`config.mk`:
```
export PLATFORM = sky130hd
export DESIGN_NAME = bank_mapper_with_rtc
export DESIGN_NICKNAME = d
export VERILOG_FILES = /design/src/bmrtc_pkg.sv /design/src/bank_mapper_with_rtc.sv
export SDC_FILE = /design/constraint.sdc
export NUM_CORES = 1
export LEC_CHECK = 0
export ABC_AREA = 1
export BUFFER_PORTS_ARGS = -buffer_cell sky130_fd_sc_hd__buf_2
export CELL_PAD_IN_SITES_DETAIL_PLACEMENT = 1
export CELL_PAD_IN_SITES_GLOBAL_PLACEMENT = 1
export CORE_UTILIZATION = 30
export DETAILED_ROUTE_END_ITERATION = 16
export PLACE_DENSITY_LB_ADDON = 0.1
export SYNTH_ARGS = -nofsm -noshare
export SYNTH_HDL_FRONTEND = slang
export SYNTH_SLANG_ARGS = --single-unit
```
`constraint.sdc`:
```
create_clock -name clock -period 5.15 [get_ports clock]
set_input_delay 0 -clock clock [delete_from_list [all_inputs] [get_ports clock]]
set_output_delay 0 -clock clock [all_outputs]
set_load 0.005 [all_outputs]
```
`src/bmrtc_pkg.sv`:
```
// shared types and constants for the bank mapper with clock
package bmrtc_pkg;

   localparam int ROM_BANK_BITS_DEFAULT = 7;
   localparam int RAM_BANKS_DEFAULT     = 4;

   // item function codes
   localparam logic [1:0] FUNC_READ  = 2'd0;
   localparam logic [1:0] FUNC_WRITE = 2'd1;
   localparam logic [1:0] FUNC_TICK  = 2'd2;

   typedef enum logic [2:0] {
      TGT_NONE = 3'd0,
      TGT_ROM  = 3'd1,
      TGT_RAM  = 3'd2,
      TGT_CLK  = 3'd3,
      TGT_CTRL = 3'd4
   } target_type;

   // clock register indexes within the clock bank range
   localparam logic [2:0] CLK_SEC   = 3'd0;
   localparam logic [2:0] CLK_MIN   = 3'd1;
   localparam logic [2:0] CLK_HOUR  = 3'd2;
   localparam logic [2:0] CLK_DAY   = 3'd3;
   localparam logic [2:0] CLK_FLAGS = 3'd4;

   // normalization field selects
   localparam logic [1:0] FLD_SEC  = 2'd0;
   localparam logic [1:0] FLD_MIN  = 2'd1;
   localparam logic [1:0] FLD_HOUR = 2'd2;

   // bits of the flags register
   localparam int FLAG_DAYHIGH  = 0;
   localparam int FLAG_HALT     = 6;
   localparam int FLAG_OVERFLOW = 7;

   localparam logic [7:0] SEC_LIMIT  = 8'd60;
   localparam logic [7:0] MIN_LIMIT  = 8'd60;
   localparam logic [7:0] HOUR_LIMIT = 8'd24;

   localparam logic [7:0] CLK_BANK_FIRST = 8'h08;
   localparam logic [7:0] CLK_BANK_LAST  = 8'h0C;

endpackage

```
`src/bank_mapper_with_rtc.sv`:
```
// cartridge bank controller with a real-time clock, top level
//
// One item is taken while busy is low and start is high. A bus read or write
// is decoded in the EXEC state, which registers its result; rsp_valid marks
// the result for one cycle and the receiver cannot hold it off. A one-second
// tick passes through the EXEC and TICK states; when the clock is frozen or
// halted TICK gives the result, else TICK adds a second and NORM takes one
// step of the shared compare/subtract unit at a time: one step for each field
// that is found in range on the way back up and one for each carry of 60
// seconds, 60 minutes or 24 hours. Values written out of range by software
// need, for each extra carry, the carry step and the field checks that follow
// it. A tick gives a result with all fields zero. busy may fall in the same
// cycle that the result is shown, so the next item can be taken then.
module bank_mapper_with_rtc
   import bmrtc_pkg::*;
#(
   parameter int ROM_BANK_BITS = ROM_BANK_BITS_DEFAULT,
   parameter int RAM_BANKS     = RAM_BANKS_DEFAULT
) (
   input  logic        clock,
   input  logic        reset,
   input  logic        start,
   output logic        busy,
   input  logic [1:0]  req_func,
   input  logic [15:0] req_addr,
   input  logic [7:0]  req_write_data,
   output logic        rsp_valid,
   output logic [2:0]  rsp_target,
   output logic [20:0] rsp_mapped_addr,
   output logic [7:0]  rsp_clock_read_data,
   output logic        rsp_is_write
);

   localparam logic [7:0] RomMask   = 8'((1 << ROM_BANK_BITS) - 1);
   localparam logic [7:0] RamBankNr = 8'(RAM_BANKS);

   typedef enum logic [1:0] {
      ST_IDLE,
      ST_EXEC,
      ST_TICK,
      ST_NORM
   } state_type;

   state_type   state_ff;
   logic [1:0]  func_ff;
   logic [15:0] addr_ff;
   logic [7:0]  data_ff;

   logic [7:0]  ram_enable_ff;
   logic [7:0]  rom_bank_ff;
   logic [7:0]  ram_bank_ff;
   logic [7:0]  latch_ff;
   logic        frozen_ff;
   logic [7:0]  sec_ff;
   logic [7:0]  min_ff;
   logic [7:0]  hour_ff;
   logic [7:0]  day_ff;
   logic [7:0]  flags_ff;
   logic [1:0]  fld_ff;

   logic        rsp_valid_ff;
   logic [2:0]  rsp_target_ff;
   logic [20:0] rsp_maddr_ff;
   logic [7:0]  rsp_rdata_ff;
   logic        rsp_wr_ff;

   // decode of the held bus access
   target_type  dec_target;
   logic [20:0] dec_maddr;
   logic [7:0]  dec_rdata;
   logic        dec_wr;
   logic        wr_ram_enable;
   logic        wr_rom_bank;
   logic        wr_ram_bank;
   logic        wr_latch;
   logic        wr_clk;
   logic        clk_bank_ok;
   logic [7:0]  rom_bank_sel;
   logic [21:0] rom_full;
   logic [7:0]  clk_rd_sel;

   // shared compare/subtract unit and carry incrementer
   logic [7:0]  norm_opnd;
   logic [7:0]  norm_limit;
   logic        norm_ge;
   logic [7:0]  norm_diff;
   logic [7:0]  norm_upper;
   logic [7:0]  norm_upper_inc;

   assign clk_bank_ok = (ram_bank_ff >= CLK_BANK_FIRST) && (ram_bank_ff <= CLK_BANK_LAST);
   assign rom_bank_sel = ((rom_bank_ff & RomMask) == 8'd0) ? 8'd1 : (rom_bank_ff & RomMask);
   assign rom_full = {rom_bank_sel, addr_ff[13:0]};

   always_comb begin
      unique case (ram_bank_ff[2:0])
         CLK_SEC:   clk_rd_sel = sec_ff;
         CLK_MIN:   clk_rd_sel = min_ff;
         CLK_HOUR:  clk_rd_sel = hour_ff;
         CLK_DAY:   clk_rd_sel = day_ff;
         CLK_FLAGS: clk_rd_sel = flags_ff;
         default:   clk_rd_sel = 8'd0;
      endcase
   end

   always_comb begin
      dec_target    = TGT_NONE;
      dec_maddr     = 21'd0;
      dec_rdata     = 8'd0;
      dec_wr        = 1'b0;
      wr_ram_enable = 1'b0;
      wr_rom_bank   = 1'b0;
      wr_ram_bank   = 1'b0;
      wr_latch      = 1'b0;
      wr_clk        = 1'b0;
      if (func_ff == FUNC_READ || func_ff == FUNC_WRITE) begin
         if (addr_ff[15:13] == 3'b101) begin
            if (ram_enable_ff != 8'd0) begin
               if (ram_bank_ff < RamBankNr) begin
                  dec_target = TGT_RAM;
                  dec_maddr  = {6'd0, ram_bank_ff[1:0], addr_ff[12:0]};
                  dec_wr     = (func_ff == FUNC_WRITE);
               end else if (clk_bank_ok) begin
                  dec_target = TGT_CLK;
                  if (func_ff == FUNC_WRITE) begin
                     wr_clk = 1'b1;
                     dec_wr = 1'b1;
                  end else begin
                     dec_rdata = clk_rd_sel;
                  end
               end
            end
         end else if (func_ff == FUNC_READ) begin
            if (addr_ff[15:14] == 2'b00) begin
               dec_target = TGT_ROM;
               dec_maddr  = {5'd0, addr_ff};
            end else if (addr_ff[15:14] == 2'b01) begin
               dec_target = TGT_ROM;
               dec_maddr  = rom_full[20:0];
            end
         end else if (!addr_ff[15]) begin
            dec_target = TGT_CTRL;
            dec_wr     = 1'b1;
            case (addr_ff[14:13])
               2'b00:   wr_ram_enable = 1'b1;
               2'b01:   wr_rom_bank   = 1'b1;
               2'b10:   wr_ram_bank   = 1'b1;
               default: wr_latch      = 1'b1;
            endcase
         end
      end
   end

   always_comb begin
      unique case (fld_ff)
         FLD_SEC: begin
            norm_opnd  = sec_ff;
            norm_limit = SEC_LIMIT;
            norm_upper = min_ff;
         end
         FLD_MIN: begin
            norm_opnd  = min_ff;
            norm_limit = MIN_LIMIT;
            norm_upper = hour_ff;
         end
         FLD_HOUR: begin
            norm_opnd  = hour_ff;
            norm_limit = HOUR_LIMIT;
            norm_upper = day_ff;
         end
         default: begin
            norm_opnd  = 8'd0;
            norm_limit = 8'd0;
            norm_upper = 8'd0;
         end
      endcase
   end

   assign norm_ge        = (norm_opnd >= norm_limit);
   assign norm_diff      = norm_opnd - norm_limit;
   assign norm_upper_inc = norm_upper + 8'd1;

   always_ff @(posedge clock) begin
      if (reset) begin
         state_ff      <= ST_IDLE;
         ram_enable_ff <= 8'd0;
         rom_bank_ff   <= 8'd0;
         ram_bank_ff   <= 8'd0;
         latch_ff      <= 8'd0;
         frozen_ff     <= 1'b0;
         sec_ff        <= 8'd0;
         min_ff        <= 8'd0;
         hour_ff       <= 8'd0;
         day_ff        <= 8'd0;
         flags_ff      <= 8'd0;
         fld_ff        <= FLD_SEC;
         rsp_valid_ff  <= 1'b0;
         rsp_target_ff <= TGT_NONE;
         rsp_maddr_ff  <= 21'd0;
         rsp_rdata_ff  <= 8'd0;
         rsp_wr_ff     <= 1'b0;
      end else begin
         rsp_valid_ff <= 1'b0;
         unique case (state_ff)
            ST_IDLE: begin
               if (start) begin
                  func_ff  <= req_func;
                  addr_ff  <= req_addr;
                  data_ff  <= req_write_data;
                  state_ff <= ST_EXEC;
               end
            end
            ST_EXEC: begin
               if (func_ff == FUNC_TICK) begin
                  state_ff <= ST_TICK;
               end else begin
                  if (wr_ram_enable) ram_enable_ff <= data_ff;
                  if (wr_rom_bank)   rom_bank_ff   <= data_ff;
                  if (wr_ram_bank)   ram_bank_ff   <= data_ff;
                  if (wr_latch) begin
                     // a 0-to-1 latch sequence flips the freeze
                     if (latch_ff == 8'd0 && data_ff == 8'd1) frozen_ff <= !frozen_ff;
                     latch_ff <= data_ff;
                  end
                  if (wr_clk) begin
                     unique case (ram_bank_ff[2:0])
                        CLK_SEC:   sec_ff   <= data_ff;
                        CLK_MIN:   min_ff   <= data_ff;
                        CLK_HOUR:  hour_ff  <= data_ff;
                        CLK_DAY:   day_ff   <= data_ff;
                        CLK_FLAGS: flags_ff <= data_ff;
                        default:   ;
                     endcase
                  end
                  rsp_valid_ff  <= 1'b1;
                  rsp_target_ff <= dec_target;
                  rsp_maddr_ff  <= dec_maddr;
                  rsp_rdata_ff  <= dec_rdata;
                  rsp_wr_ff     <= dec_wr;
                  state_ff      <= ST_IDLE;
               end
            end
            ST_TICK: begin
               if (frozen_ff || flags_ff[FLAG_HALT]) begin
                  rsp_valid_ff  <= 1'b1;
                  rsp_target_ff <= TGT_NONE;
                  rsp_maddr_ff  <= 21'd0;
                  rsp_rdata_ff  <= 8'd0;
                  rsp_wr_ff     <= 1'b0;
                  state_ff      <= ST_IDLE;
               end else begin
                  sec_ff   <= sec_ff + 8'd1;
                  fld_ff   <= FLD_SEC;
                  state_ff <= ST_NORM;
               end
            end
            ST_NORM: begin
               // carry into the next field and settle it before coming back
               if (norm_ge) begin
                  unique case (fld_ff)
                     FLD_SEC: begin
                        sec_ff <= norm_diff;
                        min_ff <= norm_upper_inc;
                        fld_ff <= FLD_MIN;
                     end
                     FLD_MIN: begin
                        min_ff  <= norm_diff;
                        hour_ff <= norm_upper_inc;
                        fld_ff  <= FLD_HOUR;
                     end
                     default: begin
                        hour_ff <= norm_diff;
                        day_ff  <= norm_upper_inc;
                        if (norm_upper_inc == 8'd0) begin
                           if (flags_ff[FLAG_DAYHIGH]) begin
                              flags_ff <= (flags_ff & ~(8'd1 << FLAG_DAYHIGH))
                                          | (8'd1 << FLAG_OVERFLOW);
                           end else begin
                              flags_ff <= flags_ff | (8'd1 << FLAG_DAYHIGH);
                           end
                        end
                     end
                  endcase
               end else if (fld_ff == FLD_SEC) begin
                  rsp_valid_ff  <= 1'b1;
                  rsp_target_ff <= TGT_NONE;
                  rsp_maddr_ff  <= 21'd0;
                  rsp_rdata_ff  <= 8'd0;
                  rsp_wr_ff     <= 1'b0;
                  state_ff      <= ST_IDLE;
               end else begin
                  fld_ff <= fld_ff - 2'd1;
               end
            end
            default: state_ff <= ST_IDLE;
         endcase
      end
   end

   assign busy                = (state_ff != ST_IDLE);
   assign rsp_valid           = rsp_valid_ff;
   assign rsp_target          = rsp_target_ff;
   assign rsp_mapped_addr     = rsp_maddr_ff;
   assign rsp_clock_read_data = rsp_rdata_ff;
   assign rsp_is_write        = rsp_wr_ff;

   // at most one result per item
   a_single_rsp: assert property (@(posedge clock) disable iff (reset)
      rsp_valid_ff |=> !rsp_valid_ff)
      else $error("two results in a row");

   a_accept_busy: assert property (@(posedge clock) disable iff (reset)
      (start && !busy) |=> busy)
      else $error("item taken but block not busy");

   a_maddr_zero: assert property (@(posedge clock) disable iff (reset)
      (rsp_valid_ff && rsp_target_ff != TGT_ROM && rsp_target_ff != TGT_RAM)
         |-> (rsp_maddr_ff == 21'd0))
      else $error("mapped address set on a non-memory target");

   a_wr_target: assert property (@(posedge clock) disable iff (reset)
      (rsp_valid_ff && rsp_wr_ff) |-> (rsp_target_ff != TGT_NONE && rsp_target_ff != TGT_ROM))
      else $error("write reported on unmapped or rom target");

   a_frozen_src: assert property (@(posedge clock) disable iff (reset)
      (!$past(reset) && frozen_ff != $past(frozen_ff))
         |-> $past(state_ff == ST_EXEC && wr_latch))
      else $error("freeze flag changed without a latch write");

   a_norm_clk_idle: assert property (@(posedge clock) disable iff (reset)
      (state_ff == ST_NORM) |-> (fld_ff != 2'd3))
      else $error("normalization field select out of range");

endmodule
```
# Yosys cells after proc, flatten, opt, wreduce, memory -nomap -nowiden
# Index checks and enable logic that the tools add are counted.
[totals] regBits=136 latchBits=0 mem_bits_rw=0 mem_bits_ro=0 out_inout_bits=35 mem_count=0
[classes] add_sub_neg=4 multipliers=0 div=0 n_lt_le_gt_ge=4 n_eq_ne=36 n_shift=0 n_mux=128 n_bitwise=3 n_reduce_logical=37
[ops] operator="two-way mux 8 bit" n=36
[ops] operator="two-way mux 21 bit" n=9
[ops] operator="case mux 8 bit (2 select lines)" n=6
[ops] operator="case mux 8 bit (3 select lines)" n=4
[ops] operator="case mux 21 bit (3 select lines)" n=1
[ops] operator="two-way mux 1 bit" n=42
[ops] operator="case mux 8 bit (5 select lines)" n=1
[ops] operator="two-way mux 15 bit" n=2
[ops] operator="inequality test 2 bit, second input constant" n=13
[ops] operator="logical NOT 8 bit" n=3
[ops] operator="two-way mux 3 bit" n=8
[ops] operator="two-way mux 2 bit" n=11
[ops] operator="AND reduction 3 bit" n=6
[ops] operator="AND reduction 6 bit" n=3
[ops] operator="adder 8 x 1 -> 8 bit, second input constant" n=2
[ops] operator="AND reduction 7 bit" n=2
[ops] operator="case mux 6 bit (2 select lines)" n=1
[ops] operator="== test 2 x 1 -> 1 bit, second input constant" n=5
[ops] operator="== test 2 bit, second input constant" n=5
[ops] operator="logical NOT 2 bit" n=5
[ops] operator="AND reduction 5 bit" n=2
[ops] operator="case mux 3 bit (3 select lines)" n=1
[ops] operator="== test 8 x 1 -> 1 bit, second input constant" n=1
[ops] operator="greater-or-equal comparator 8 x 4 -> 1 bit, second input constant" n=1
[ops] operator="28 further kinds" n=42

# Longest topological paths before layout
[logic_depth] ltp_word=10 ltp_mapped=23 depth_no_buf=20

# Worst setup path after synthesis
# OpenSTA, ideal clock, no wires.
[synth_timing] path_type="reg2reg" from="reg fld_ff[1]" to="reg rsp_rdata_ff[4], in the netlist rsp_clock_read_data[4]" t_arrival_ns=2.875 t_required_ns=5.018 setup_slack_ns=2.143 stages_incl_launch_ff=24 n_path_buf=4 synth_period_minus_slack_ns=3.007 path_cell_list="dfxtp_1 -> inv_1 -> ha_1 -> buf_6 -> buf_6 -> inv_1 -> buf_2 -> o221ai_1 -> nand2_1 -> inv_1 -> ha_1 -> nand2_1 -> nor2_1 -> nor2_1 -> nand2_1 -> nor2_2 -> nand2_2 -> o21ai_2 -> inv_2 -> nand2_4 -> inv_2 -> buf_6 -> a21oi_1 -> nor3_1"
[synth_via] elab_chain_cells=6 elab_cells_between_ends=10 cone_classes="1 x order compare; 4 x eq/ne; 2 x mux; 3 x reduce/logical"
[synth_lines] item="start, declared" line_no="bank_mapper_with_rtc.sv:59" rtl="logic [1:0] fld_ff;"
[synth_lines] item="start signal, assigned" line_no="bank_mapper_with_rtc.sv:291" rtl="fld_ff <= fld_ff - 2'd1;"
[synth_lines] item="== test 2 x 1 -> 1 bit or logical NOT 2 bit (tied branches)" line_no="bank_mapper_with_rtc.sv:154, bank_mapper_with_rtc.sv:283"
[synth_lines] item="OR reduction 2 bit (no line)"
[synth_lines] item="case mux 6 bit (2 select lines)" line_no="bank_mapper_with_rtc.sv:154" rtl="unique case (fld_ff)"
[synth_lines] item="greater-or-equal comparator 8 bit" line_no="bank_mapper_with_rtc.sv:178" rtl="assign norm_ge = (norm_opnd >= norm_limit);"
[synth_lines] item="inequality test 2 bit (no line)"
[synth_lines] item="AND reduction 5 bit (no line) (*)"
[synth_lines] item="end signal, assigned" line_no="bank_mapper_with_rtc.sv:237" rtl="rsp_rdata_ff <= dec_rdata;"
[synth_lines] item="end, declared" line_no="bank_mapper_with_rtc.sv:64" rtl="logic [7:0] rsp_rdata_ff;"
# Every way passes the cells marked *; elsewhere a longest branch is shown, timed or not.
# A chain may end at the register's enable or synchronous reset.

# Final worst setup path
[layout_timing] from="reg fld_ff[0]" to="reg rsp_rdata_ff[6], in the netlist rsp_clock_read_data[6]"
# The elaborated chain is that of the path after synthesis.

==> run_results.csv <==
group,metric,value,unit
status,status,"finished, final reports clean",
timing,final_hold_viol_count,0,
setup_path,arrival,4120,ps
cells_and_area,drive_gt1_share,14.8,%
timing,fin_setup_tns,0,ps
cells_and_area,regArea,0.00298,mm2
cells_and_area,final_cell_area,0.00843,mm2
grt,grt_pass1_vias,6954,
drt,wl_per_cell,18.9,um
flow_run,maxCapViolations,0,
synth,synth_largest_area_cell,"dfxtp_1",
synth,synthesis.nets,981,
clock_tree,clock_latency,440,ps
synth,avgSynthCellArea,7.45,um2
timing,max_slew_margin,33.4,%
timing,timing.final.crit_share,74.4,%
grt,grtUsageTotal,22.5,%
clock_tree,cts_tree,"built",
floorplanning,core_area,0.0228,mm2
clock_tree,post_cts_resized,0,
timing,fin_crit,3830,ps
floorplanning,initial_core_util,30.7,%
drt,vias_per_cell,4.97,
setup_path,reg2reg_to,"rsp_clock_read_data[6]",
setup_path,worst-setup-path-type,"reg -> reg",
power_and_ir_drop,combPwrFrac,11.3,%
clock_tree,cts_max_level,4,
floorplanning,die_w,155,um
floorplanning,dieArea,0.0239,mm2
hold_path,holdCritPathClass,"in -> reg",
synth,synthTopCellsByArea,"dfxtp_1 (31%), edfxtp_1 (11%), nand2_1 (10%)",
drt,wirelength,25400,um
hold_path,hold_depth,2,
setup_path,start_kind,"register",
hold_path,worstHoldStart,"req_addr[3]",
timing,setup_viol,0,
power_and_ir_drop,p_leak,3.52,nW
floorplanning,die_h,155,um
placed_design,gp_congestion,0.818,
synth,ys_warn_count,0,
synth,seq_area_frac_synth,42.6,%
clock_tree,clk_path_buf_depth,2,
synth,synth-async-reset-ratio,0,%
setup_path,endpoint_kind,"register",
power_and_ir_drop,powerDensity,332,mW/mm2
power_and_ir_drop,seqPwrFrac,42.1,%
synth,synth_cells,940,
placed_design,place_area,0.00753,mm2
clock_tree,cts_sinks,136,
cells_and_area,final_core_util,37.0,%
grt,grt_start_max_net_pins,57,
power_and_ir_drop,vdd_drop_max,0.185,mV
cells_and_area,n_antenna_cell,0,
synth,ys_ff_latch,136,
placed_design,dp_hpwl,18700,um
hold_path,holdPathEnd,"addr_ff[3]",
cells_and_area,fill_cells,2786,
cells_and_area,finalNonFillerCells,1346,
synth,ys.flop_type,"dfxtp_1",
cells_and_area,syn2layout_area_growth,20.4,%
timing,tightest_slew,995,ps
synth,synth_top_area_share,31.5,%
setup_path,r2r_start,"fld_ff[0]",
clock_tree,cts.clk_slew.worst_paths,70,ps
clock_tree,root_buffer,"clkbuf_16",
grt,grt_pass1_wl,40600,um
grt,antenna_found_initial,0,
drt,first_iter_violations,305,
floorplanning,core.rowCount,55,
clock_tree,post-cts-setup-buffers,0,
floorplanning,ios,64,
timing,slew_violations,0,
setup_path,ff2ff_setup_slack,1320,ps
timing,clock_skew,17.1,ps
timing,grt_setup_unrepaired,"no",
cells_and_area,fin_nets,1061,
drt,first_pass_iters,5,
power_and_ir_drop,pwr-share-clk,46.7,%
power_and_ir_drop,power.internal,1.96,mW
synth,synth_area,0.00700,mm2
synth,synth_edf_count,26,
power_and_ir_drop,switching_share,29.9,%
synth,synth_cell_type_count,54,
grt,grt_overflow,0,
setup_path,path_max_fanout,35,
timing,hold_slack,267,ps
power_and_ir_drop,p_switching,837,uW
setup_path,required,5440,ps
timing,clock.fmax,261,MHz
setup_path,r2r_cells,19,
placed_design,placement.io_buffers,63,
placed_design,place_inst,1286,
drt,drc,0,
drt,ant_nets,0,
cells_and_area,multi_input_area,0.00337,mm2
clock_tree,cts_buffers,17,
drt,vias,6687,
[layer usage]
metal / global-route usage (%) / vias up / share of wire (%)
li1: - / 3309 / -
met1: 31.2 / 3233 / 50
met2: 35.7 / 118 / 45
met3: 3.92 / 27 / 3.5
met4: 6.65 / 0 / 1.5
met5: 0 / - / 0
[state kept, by name (all words and copies together) (netlist names), 7 cells and up]
register / count
data_ff: 8
hour_ff: 8
flags_ff: 8
min_ff: 8
rsp_mapped_addr: 21
ram_enable_ff: 8
addr_ff: 16
day_ff: 8
rom_bank_ff: 7
rsp_clock_read_data: 8
latch_ff: 8
sec_ff: 8
ram_bank_ff: 8
[power by group through the flow]
stage          clock [mW]  sequential, mW  combinational, mW
2_1_floorplan           0            1.18              0.202
3_3_place_gp            0            1.20              0.296
3_5_place_dp            0            1.20              0.298
4_1_cts              1.33            1.18              0.316
5_1_grt              1.38            1.18              0.353
6_report             1.30            1.18              0.315
[area by class of cell]
cell class / count / area share (%)
timing repair buffer: 100 / 7.87
tap: 313 / 4.65
clock buffer: 18 / 5.34
sequential: 136 / 35.4
clock inverter: 14 / 1.96
inverter: 107 / 4.77
multi-input combinational: 658 / 40.0
[metrics by stage]
step / power (mW) / setup slack [ps]
2_1_floorplan: 1.38 / 2140
3_3_place_gp: 1.50 / 1490
3_5_place_dp: 1.50 / 1360
4_1_cts: 2.82 / 1320
5_1_grt: 2.91 / 904
6_report: 2.80 / 1320
[synth_stat cells (7+ instances only)]
master	number
ha_1	11
nor2_2	7
a21oi_1	111
inv_1	94
clkbuf_1	15
buf_2	7
buf_4	8
edfxtp_1	26
nand2_2	8
buf_6	8
nand3_1	65
nor2_1	87
nand4_1	9
dfxtp_1	110
nand2_1	186
o21ai_1	8
nor3_1	12
inv_2	12
o21ai_0	86
[cells by family (layout without fill, tap and decap cells)]
| group | Yosys count | in the layout | synth area share, % |
|---|---|---|---|
| adder cells (fa/ha/maj) | 12 | 12 | 2.25 |
| AND/OR/NAND/NOR | 396 | 396 | 25.9 |
| buffers and inverters | 146 | 239 | 9.24 |
| XOR/XNOR | 5 | 5 | 0.626 |
| flip-flops | 136 | 136 | 42.6 |
| AO/OA/AOI/OAI | 245 | 245 | 19.4 |
[layout by cell type (no fill, tap or decap), types with 3 or more instances in the layout]
cell           count
nand3_1           65
buf_2             63
ha_1              11
nand2_2            8
o221ai_1           6
nor2_2             8
o211a_1            3
inv_6              4
nor3_2             3
inv_2             12
inv_1             94
o21ai_2            3
dlygate4sd3_1     28
xnor2_1            4
nor2_4             3
dfxtp_1          110
o21ai_0           86
o211ai_1           6
o21ai_1            8
edfxtp_1          26
nor3_1            12
clkbuf_16         18
nand4_1            9
o22ai_1            4
inv_8              6
a21oi_1          111
nor2_1            86
buf_4              9
a31oi_1            3
nand2_1          186
[timing repair]
action                     4_1_cts  5_1_grt
hold buffers                    28        0
hold endpoints to repair        32        0
setup endpoints to repair        0        0
[worst max-delay path by stage]
stage	start	to	slack, ps	cells past startpoint
finish	fld_ff[0]	rsp_clock_read_data[6]	1320	19
global route	fld_ff[0]	rsp_clock_read_data[1]	900	19
CTS	fld_ff[0]	rsp_clock_read_data[6]	1320	19
detailed placement	fld_ff[0]	rsp_clock_read_data[0]	1360	19
global placement	fld_ff[0]	rsp_clock_read_data[2]	1490	19
floorplan	fld_ff[1]	rsp_clock_read_data[4]	2140	23
[worst max-delay path, stage by stage, from the launching register on]
cell and delay (ps):
dfxtp_1 350, inv_1 90, ha_1 610, inv_1 200, o221ai_1 220, nand2_1 70, inv_1 60, ha_1 270
nand2_1 100, nor2_1 50, nor2_1 160, nand2_1 90, nor2_2 160, nand2_2 110, o21ai_2 150, inv_2 60
nand2_4 290, inv_2 330, a21oi_1 220, nor3_1 70
Note: power is estimated with default switching activity, not from simulation.
